==> src/sv/pcl_pkg.sv <==
// Package for the half-plane polygon clipper: widths, word and config types,
// controller state encodings and the shared signed multiply.
// No dependencies; every other file refers to it by scoped names.
package pcl_pkg;

  localparam int COORD_WIDTH     = 32;
  localparam int FIELD_W         = 32;
  localparam int DIFF_W          = COORD_WIDTH + 1;
  localparam int OP_W            = DIFF_W + 1;
  localparam int MUL_W           = 2 * OP_W;
  localparam int CROSS_W         = 2 * COORD_WIDTH + 3;
  localparam int MAG_W           = CROSS_W - 1;
  localparam int EPS_W           = 41;
  localparam int PROD_W          = MAG_W + DIFF_W;
  localparam int NUM2_W          = PROD_W + 1;
  localparam int QB              = 41;
  localparam int DIV_W           = MAG_W + 1 + QB;
  localparam int QCNT_W          = $clog2(QB);
  localparam int SUM_W           = QB + 2;
  localparam int CNT_W           = 2;
  localparam int MIN_RING_POINTS = 3;
  localparam int CFG_IDX_W       = 3;
  localparam int CFG_DATA_W      = EPS_W;
  localparam int QUEUE_DEPTH     = 2;
  localparam int QPTR_W          = $clog2(QUEUE_DEPTH);
  localparam int QCOUNT_W        = $clog2(QUEUE_DEPTH + 1);

  typedef logic signed [COORD_WIDTH-1:0] coord_t;
  typedef logic signed [DIFF_W-1:0]      diff_t;
  typedef logic signed [OP_W-1:0]        op_t;
  typedef logic signed [MUL_W-1:0]       prod_t;

  typedef enum logic [CFG_IDX_W-1:0] {
    CFG_CUT_START_X  = 3'd0,
    CFG_CUT_START_Y  = 3'd1,
    CFG_CUT_END_X    = 3'd2,
    CFG_CUT_END_Y    = 3'd3,
    CFG_KEEP_LEFT    = 3'd4,
    CFG_SIDE_EPSILON = 3'd5
  } cfg_idx_t;

  typedef struct packed {
    coord_t             sx;
    coord_t             sy;
    coord_t             ex;
    coord_t             ey;
    logic               keep_left;
    logic [EPS_W-1:0]   eps;
  } cfg_t;

  // One classified vertex as handed from the front to the back.
  typedef struct packed {
    coord_t x;
    coord_t y;
    coord_t fx;
    coord_t fy;
    logic   last;
    logic   cin;
    logic   fin;
  } vq_t;

  typedef struct packed {
    logic full;
    logic empty;
  } q_stat_t;

  typedef enum logic [2:0] {
    FR_IDLE,
    FR_MUL0,
    FR_MUL1,
    FR_SIDE,
    FR_PUSH
  } front_st_t;

  typedef enum logic [4:0] {
    B_IDLE,
    B_EDGE,
    B_D0,
    B_D1,
    B_N0,
    B_N1,
    B_NUM,
    B_P0,
    B_P1,
    B_P2,
    B_DSET,
    B_DIV,
    B_FIN,
    B_EMIT_X,
    B_EMIT_B,
    B_NEXT,
    B_MARK
  } back_st_t;

  function automatic diff_t sub_c(coord_t a, coord_t b);
    return DIFF_W'(a) - DIFF_W'(b);
  endfunction

  function automatic prod_t mul_op(op_t a, op_t b);
    return MUL_W'(a) * MUL_W'(b);
  endfunction

endpackage

==> src/sv/pcl_queue.sv <==
// Short queue of classified vertex words between the front and the back.
// Depends on pcl_pkg.
module pcl_queue (
  input  logic             clk,
  input  logic             rst_n,
  input  logic             push,
  input  pcl_pkg::vq_t     wdata,
  input  logic             pop,
  output pcl_pkg::vq_t     head,
  output pcl_pkg::q_stat_t stat
);

  pcl_pkg::vq_t                 mem_r [pcl_pkg::QUEUE_DEPTH];
  logic [pcl_pkg::QPTR_W-1:0]   wr_ptr_r, rd_ptr_r;
  logic [pcl_pkg::QCOUNT_W-1:0] count_r;

  always_comb begin
    head       = mem_r[rd_ptr_r];
    stat.full  = (count_r == pcl_pkg::QCOUNT_W'(pcl_pkg::QUEUE_DEPTH));
    stat.empty = (count_r == '0);
  end

  always_ff @(posedge clk) begin
    if (push) mem_r[wr_ptr_r] <= wdata;
  end

  always_ff @(posedge clk) begin
    if (!rst_n) begin
      wr_ptr_r <= '0;
      rd_ptr_r <= '0;
      count_r  <= '0;
    end else begin
      if (push) wr_ptr_r <= wr_ptr_r + 1'b1;
      if (pop)  rd_ptr_r <= rd_ptr_r + 1'b1;
      if (push && !pop)      count_r <= count_r + 1'b1;
      else if (pop && !push) count_r <= count_r - 1'b1;
    end
  end

endmodule

==> config.mk <==
export PLATFORM = sky130hd
export DESIGN_NAME = pcl_queue
export DESIGN_NICKNAME = d
export VERILOG_FILES = /design/src/sv/pcl_pkg.sv /design/src/sv/pcl_queue.sv
export SDC_FILE = /design/constraint.sdc
export NUM_CORES = 1
export LEC_CHECK = 0
export BUFFER_PORTS_ARGS = -buffer_cell sky130_fd_sc_hd__buf_2
export CAP_MARGIN = 20
export CORE_MARGIN = 5
export CORE_UTILIZATION = 50
export DETAILED_ROUTE_END_ITERATION = 6
export GPL_TIMING_DRIVEN = 0
export HOLD_SLACK_MARGIN = 0.05
export PLACE_DENSITY = 0.74
export SYNTH_ARGS = -nofsm -noshare
export SYNTH_HDL_FRONTEND = slang
export SYNTH_SLANG_ARGS = --single-unit
==> constraint.sdc <==
create_clock -name clk -period 9.25 [get_ports clk]
set_clock_uncertainty 0.05 [all_clocks]
set_input_delay 1.85 -clock clk [delete_from_list [all_inputs] [get_ports clk]]
set_output_delay 1.85 -clock clk [all_outputs]
set_load 0.1 [all_outputs]
Yosys cells after proc, flatten, opt, wreduce, memory -nomap -nowiden
Memories as Yosys holds them, arrays and structs flattened. A register that Yosys moved wholly into a read port is not among the register bits.
Index checks and enable logic that the tools add are counted.
{"block": "classes", "addsub": 4, "multipliers": 0, "div": 0, "magnitude_cmp": 0, "n_eq_ne": 1, "n_shift": 0, "n_mux": 6, "bitwise_logic": 0, "reduce_logical": 6}
{"op": "1-bit 2-to-1 mux", "n": 4}
{"op": "2-bit 2-to-1 mux", "n": 2}
{"op": "1-bit adder (second input constant)", "n": 2}
{"op": "2-bit by 1-bit adder with 2-bit output (second input constant)", "n": 1}
{"op": "2-bit equality test (second input constant)", "n": 1}
{"op": "1-bit logical AND", "n": 2}
{"op": "1-bit zero test", "n": 2}
{"op": "2-bit zero test", "n": 1}
{"op": "2-bit nonzero test", "n": 1}
{"op": "2-bit by 1-bit subtractor with 2-bit output (second input constant)", "n": 1}
{"block": "word_totals", "reg_bits": 4, "latchBits": 0, "ramBits": 262, "mem_bits_ro": 0, "in_bits": 135, "out_inout_bits": 133, "word_cells": 21, "mem_count": 1}
{"name": "mem_r", "depth": 2, "width": 131, "read_ports": 1, "rd_ports_with_merged_regs": 1, "write_ports": 1, "line": "pcl_queue.sv:13", "text": "pcl_pkg::vq_t mem_r [pcl_pkg::QUEUE_DEPTH];"}

Depth between registers and ports, before layout
Gate-level depths: netlist of run 1.
{"block": "logic_depth", "depth_word": 4, "depth_mapped": 5, "mapped_depth_nobuf": 5}

Worst setup path after synthesis of run 1
OpenSTA, ideal clock, no wires.
{"block": "synth_timing", "path_kind": "input-to-reg", "start": "input push", "end": "memory mem_r[0][0] (netlist bit) (enable)", "setup_time_ps": 639, "t_arrival_ps": 7557, "t_required_ps": 8561, "setup_slack_ps": 1004, "cell_stages": 1, "path_buffers": 0, "cell_sequence": "nor2b_1"}
{"block": "synth_between", "elab_chain_len": 2}
{"element": "start: declaration", "line": "pcl_queue.sv:6", "text": "input logic push,"}
{"element": "1-bit 2-to-1 mux", "line": "pcl_queue.sv:24", "text": "if (push) mem_r[wr_ptr_r] <= wdata;"}
{"element": "1-bit 2-to-1 mux (implied by the code)", "line": "pcl_queue.sv:24"}
{"element": "end: declaration", "line": "pcl_queue.sv:13"}
Every way passes these cells.

==> results of run 1 <==
## sequential cells by signal (all words and copies together) (netlist names), named ones only
| signal | flops |
|---|---|
| mem_r | 262 |
| count_r | 2 |
| rd_ptr_r | 1 |
| wr_ptr_r | 1 |
## report_power, final
group / switching (mW) / internal, mW / leakage, nW
clock network: 0.421 / 0.660 / 0.440
registers: 0.0157 / 1.40 / 2.50
logic: 0.565 / 0.163 / 2.09
## worst min path at each step
| stage | start | to | slack [ns] | cells after the start |
|---|---|---|---|---|
| after floorplan | count_r[1] | count_r[1] | 0.42 | 2 |
| after global placement | count_r[1] | count_r[1] | 0.44 | 2 |
| after detailed placement | count_r[1] | count_r[1] | 0.47 | 2 |
| after CTS | count_r[1] | count_r[1] | 0.47 | 2 |
| after global routing | count_r[1] | count_r[1] | 0.53 | 2 |
| final | count_r[1] | count_r[1] | 0.47 | 2 |
## cells in the mapped netlist
cell,n
a21boi_0,1
and2_1,4
and2b_1,1
buf_2,4
buf_6,10
buf_8,1
dfxtp_1,5
edfxtp_1,262
ha_1,1
inv_1,1
mux2_2,41
mux2_4,90
nor2_1,1
nor2b_1,2
o21a_1,1
o21ai_0,1
or3_1,1
xnor2_1,1
xor2_1,2
## per-stage QoR
stage	setup WS [ns]	cells
finish	5.37	1024
global route	5.29	1023
CTS	5.31	1022
detailed placement	5.75	968
global placement	-1.93	962
floorplan	1.00	430
## critical path, stage by stage (launching register included)
cell and delay, ns:
dfxtp_1 0.32, buf_6 0.12, buf_8 0.18, buf_6 0.20
mux2_4 0.31, buf_2 0.30
## cell type report
class,count,share of cell area
inverters,1,0.000294
multi-input cells,147,0.152
repair buffers,273,0.115
diodes,2,0.000392
clock buffers,41,0.0604
flip-flops and latches,267,0.624
well taps,265,0.0260
plain buffers,15,0.0116
clock inverters,13,0.0107
## routing by layer
metal / vias to the layer above / wire (um) / track usage
li1: 2326 / - / -
met3: 41 / 2140 / 0.0666
met2: 216 / 9560 / 0.276
met5: - / 55 / 0
met1: 2433 / 6890 / 0.185
met4: 8 / 430 / 0.0409
## logic make-up after synthesis
family | after synthesis | synth area share
multiplexers | 131 | 0.180
adder cells (fa/ha/maj) | 1 | 0.00125
XOR/XNOR | 3 | 0.00262
buffers and inverters | 16 | 0.0151
AND/OR/NAND/NOR | 9 | 0.00548
AO/OA/AOI/OAI | 3 | 0.00199
flip-flops | 267 | 0.793
==> out/qor.yml, run 1 <==
synth:
  netlist_top_cells_area: "edfxtp_1, mux2_4, mux2_2"
  synth_cells: 430
  mappedNetlistNets: 566
  synth_top_area_frac: 0.783
  ys_seq_area_frac: 0.793
  yosysUniqueCellTypes: 19
  avgSynthCellArea_sq_um: 23.4
  yosysWarnings: 0
  yosys.area.top_type: "edfxtp_1"
  syn_area_sq_um: 10000
  synth_seq_cells: 267
clock_tree:
  clkTransAtPathRegs_ns: 0.06
  postCtsSetupBuffers: 0
  clk_latency_ns: 0.53
  ctsLongestPathBuffers: 3
  cts_hold_buffers: 0
  cts_root_buffer: "clkbuf_16"
  cts-resized-gates: 0
  cts_tree: "built"
  clock_sinks: 267
  cts_buffers: 29
  htree_levels: 1
floorplanning:
  io_pins: 268
  core_area_sq_um: 19700
  rows: 51
  die_h_um: 152
  die_x_um: 152
  start_util: 0.511
  dieArea_sq_um: 23000
timing:
  period_share: 0.419
  fin_hold_ws_ns: 0.473
  setup_viol: 0
  hold_viol: 0
  final_max_slew_viol_count: 0
  max_clock_freq_ghz: 0.258
  rsz0062_at_grt: "false"
  final.min_clock_period_ns: 3.88
  slew_headroom: 0.566
  worst-slew-pin-transition_ns: 0.650
  tns_ns: 0
setup_path:
  r2r_start: "wr_ptr_r"
  arrival_ns: 1.98
  critPathKind: "register to output port"
  cp-start-kind: "register"
  regToRegSetupSlack_ns: 7.44
  crit_end: "head[56]"
  cp.required_ns: 7.35
  reg2reg_to: "mem_r[0][64]"
  endpoint_kind: "output port"
  reg2regPathDepth: 3
  cp_max_fo: 10
finish:
  final_cell_mix: "buf_2, edfxtp_1, mux2_4"
  multi_input_area_sq_um: 1940
  area_growth_pct: 27.1
  fin_nets: 870
  drive_gt1_frac: 0.604
  design_area_sq_um: 12800
  final_common_cell: "buf_2"
  seq_area_sq_um: 7970
  final_util: 0.650
  fill_cells: 1392
flow_run:
  drv_cap: 0
run_status:
  outcome: "completed"
drt:
  final_antenna_net_count: 0
  via_count: 5024
  dr.pass1.iters: 5
  routedWlPerCell_um: 18.6
  drt_iter0_drc: 196
  wirelength_um: 19100
  drc: 0
  avgViaCountPerCell: 4.91
hold_path:
  min_path_type: "register to register"
power:
  ir_drop_v: 0.000211
  power.density_nw_per_um2: 252
  p_leak_nw: 5.03
  power.total_mw: 3.22
global_routing:
  antenna_found_initial: 5
  grt_max_degree: 58
  overflow: 0
  globalRouteTotalUtil: 0.160
  grt_pass1_wl_um: 28600
  grt_pass1_vias: 5404
placed_design:
  dpl_cell_area_sq_um: 11900
  dp_hpwl_um: 13800
  routabilityCongestion: 0.734
  io_buffers: 267
No activity file was read; power rests on OpenSTA's default activity.
==> run 2: changes to the inputs <==
--- a/config.mk
+++ b/config.mk
@@ -8,11 +8,11 @@
 export BUFFER_PORTS_ARGS = -buffer_cell sky130_fd_sc_hd__buf_2
 export CAP_MARGIN = 20
 export CORE_MARGIN = 5
-export CORE_UTILIZATION = 50
+export CORE_UTILIZATION = 47
 export DETAILED_ROUTE_END_ITERATION = 6
 export GPL_TIMING_DRIVEN = 0
 export HOLD_SLACK_MARGIN = 0.05
-export PLACE_DENSITY = 0.74
+export PLACE_DENSITY = 0.73
 export SYNTH_ARGS = -nofsm -noshare
 export SYNTH_HDL_FRONTEND = slang
 export SYNTH_SLANG_ARGS = --single-unit
==> constraint.sdc (replaced) <==
create_clock -name clk -period 3.3 [get_ports clk]
set_clock_uncertainty 0.05 [all_clocks]
set_input_delay 0.66 -clock clk [delete_from_list [all_inputs] [get_ports clk]]
set_output_delay 0.66 -clock clk [all_outputs]
set_load 0.1 [all_outputs]
==> run 2 against run 1 <==
Against the previous run:
- first-iteration DRC count grew 30%
- sequential power grew to 2.8 times the previous value
- via count grew 0.46%
- final area shrank 0.57%
==> out/qor.yml, run 2 (synthesis results as in run 1) <==
finish:
  fill_cells: 1507  # +8.3%
  final_cell_mix: "buf_2, edfxtp_1, mux2_4"
  largest-register: "mem_r"
  drive_gt1_frac: 0.610  # +0.00667
  seq_area_sq_um: 7970  # unchanged
  reg_top3: "mem_r: 262 flops, count_r: 2 flops"
  fin_nets: 869  # -0.11%
  final_common_cell: "buf_2"
  largest_reg_flops: 262  # unchanged
  design_area_sq_um: 12700  # -0.57%
  final_util: 0.604  # -0.0457
  area_growth_pct: 26.4
  multi_input_area_sq_um: 1940  # unchanged
global_routing:
  antenna_found_initial: 4  # -1
  grt_pass1_vias: 5391  # -0.24%
  overflow: 0  # unchanged
  grt_max_degree: 68  # +17%
  grt_pass1_wl_um: 28800  # +0.87%
  globalRouteTotalUtil: 0.150  # -0.00938
clock_tree:
  htree_levels: 1  # unchanged
  postCtsSetupBuffers: 0  # unchanged
  cts-resized-gates: 0  # unchanged
  cts_buffers: 29  # unchanged
  cts_hold_buffers: 0  # unchanged
  cts_root_buffer: "clkbuf_16"
  ctsLongestPathBuffers: 3  # unchanged
  clkTransAtPathRegs_ns: 0.06  # about the same
  clock_sinks: 267  # unchanged
  cts_tree: "built"
  clk_latency_ns: 0.52  # about the same
timing:
  hold_viol: 0  # unchanged
  tns_ns: 0  # unchanged
  max_clock_freq_ghz: 0.375
  worst-slew-pin-transition_ns: 0.924  # +0.275 ns
  setup_viol: 0  # unchanged
  final.min_clock_period_ns: 2.67
  period_share: 0.808
  fin_hold_ws_ns: 0.277  # -0.195 ns
  slew_headroom: 0.384  # -0.182
  rsz0062_at_grt: "false"
  final_max_slew_viol_count: 0  # unchanged
power:
  p_leak_nw: 5.00  # -0.53%
  power.total_mw: 8.87  # +180%
  ir_drop_v: 0.000529  # +150%
  power.density_nw_per_um2: 699  # +180%
drt:
  drc: 0  # unchanged
  wirelength_um: 19400  # +1.7%
  avgViaCountPerCell: 4.91  # about the same
  final_antenna_net_count: 0  # unchanged
  routedWlPerCell_um: 18.9  # +1.3%
  drt_iter0_drc: 254  # +30%
  via_count: 5047  # +0.46%
  dr.pass1.iters: 4  # -1
floorplanning:
  io_pins: 268  # unchanged
  core_area_sq_um: 21000  # +7.0%
  rows: 53  # +3.9%
  dieArea_sq_um: 24400  # +6.0%
  die_x_um: 156  # +2.9%
  start_util: 0.478  # -0.0333
  die_h_um: 156  # +2.9%
setup_path:
  arrival_ns: 1.96  # -0.02 ns
  endpoint_kind: "output port"
  reg2regPathDepth: 2  # -1
  critPathKind: "register to output port"
  cp-start-kind: "register"
  cp_max_fo: 10  # unchanged
  cp.required_ns: 2.59  # -4.76 ns
placed_design:
  dpl_cell_area_sq_um: 11800  # -0.13%
  dp_hpwl_um: 13800  # -0.27%
  routabilityCongestion: 0.782  # +6.6%
  io_buffers: 267  # unchanged
flow_run:
  drv_cap: 0  # unchanged
hold_path:
  holdPathStages: 1  # -1
  min_path_type: "input pin to register"
run_status:
  outcome: "completed"
-- run 2: changes by cell type in the layout (fill, tap and decap cells not counted) --
cell	before	now
bufinv_16	3	1
inv_6	1	0
diode_2	2	1
clkinv_4	0	1
buf_16	2	1
clkinv_2	3	7
clkbuf_1	12	4
inv_8	0	1
clkinv_1	6	7
-- run 2: worst paths after layout --
check	endpoint	slack [ns]	from
worst max-delay path	head[94]	0.63	register
worst min-delay path	mem_r[0][5]	0.28	wdata[5]
worst max register to register	mem_r[1][102]	1.31	wr_ptr_r
worst min register to register	count_r[1]	0.47	count_r[1]
-- run 2: area by class of cell --
cell class | instances | share of cell area
buffer | 15 | 0.0116
tap | 275 | 0.0271
multi-input combinational | 147 | 0.153
clock buffer | 33 | 0.0583
inverter | 1 | 0.000296
clock inverter | 17 | 0.00877
antenna | 1 | 0.000197
timing repair buffer | 272 | 0.114
sequential | 267 | 0.627
-- run 2: layer usage --
layer	share of wire	vias up	global-route usage	wire (um)
met5	0.0021	-	0	41
met3	0.090	30	0.0480	1740
met2	0.51	198	0.264	9940
li1	-	2317	-	-
met4	0.014	6	0.0335	265
met1	0.38	2496	0.183	7410
-- run 2: worst max-delay path, stage by stage (launching register included) --
cell and delay [ns]:
dfxtp_1 0.33, buf_6 0.11, buf_8 0.17, buf_6 0.20, mux2_4 0.32, buf_2 0.30
-- run 2: report_power, final --
part           switching (mW)  internal, mW  total, mW
Sequential             0.0445          3.92       3.97
Combinational            1.58         0.455       2.04
Clock                    1.19          1.67       2.87
Total                    2.82          6.05       8.87
-- run 2: per-stage QoR --
step	std cells	worst slack, ns
after floorplan	430	0.178
after global placement	972	-0.858
after detailed placement	977	0.908
after CTS	1027	0.579
after global routing	1028	0.557
final	1028	0.633
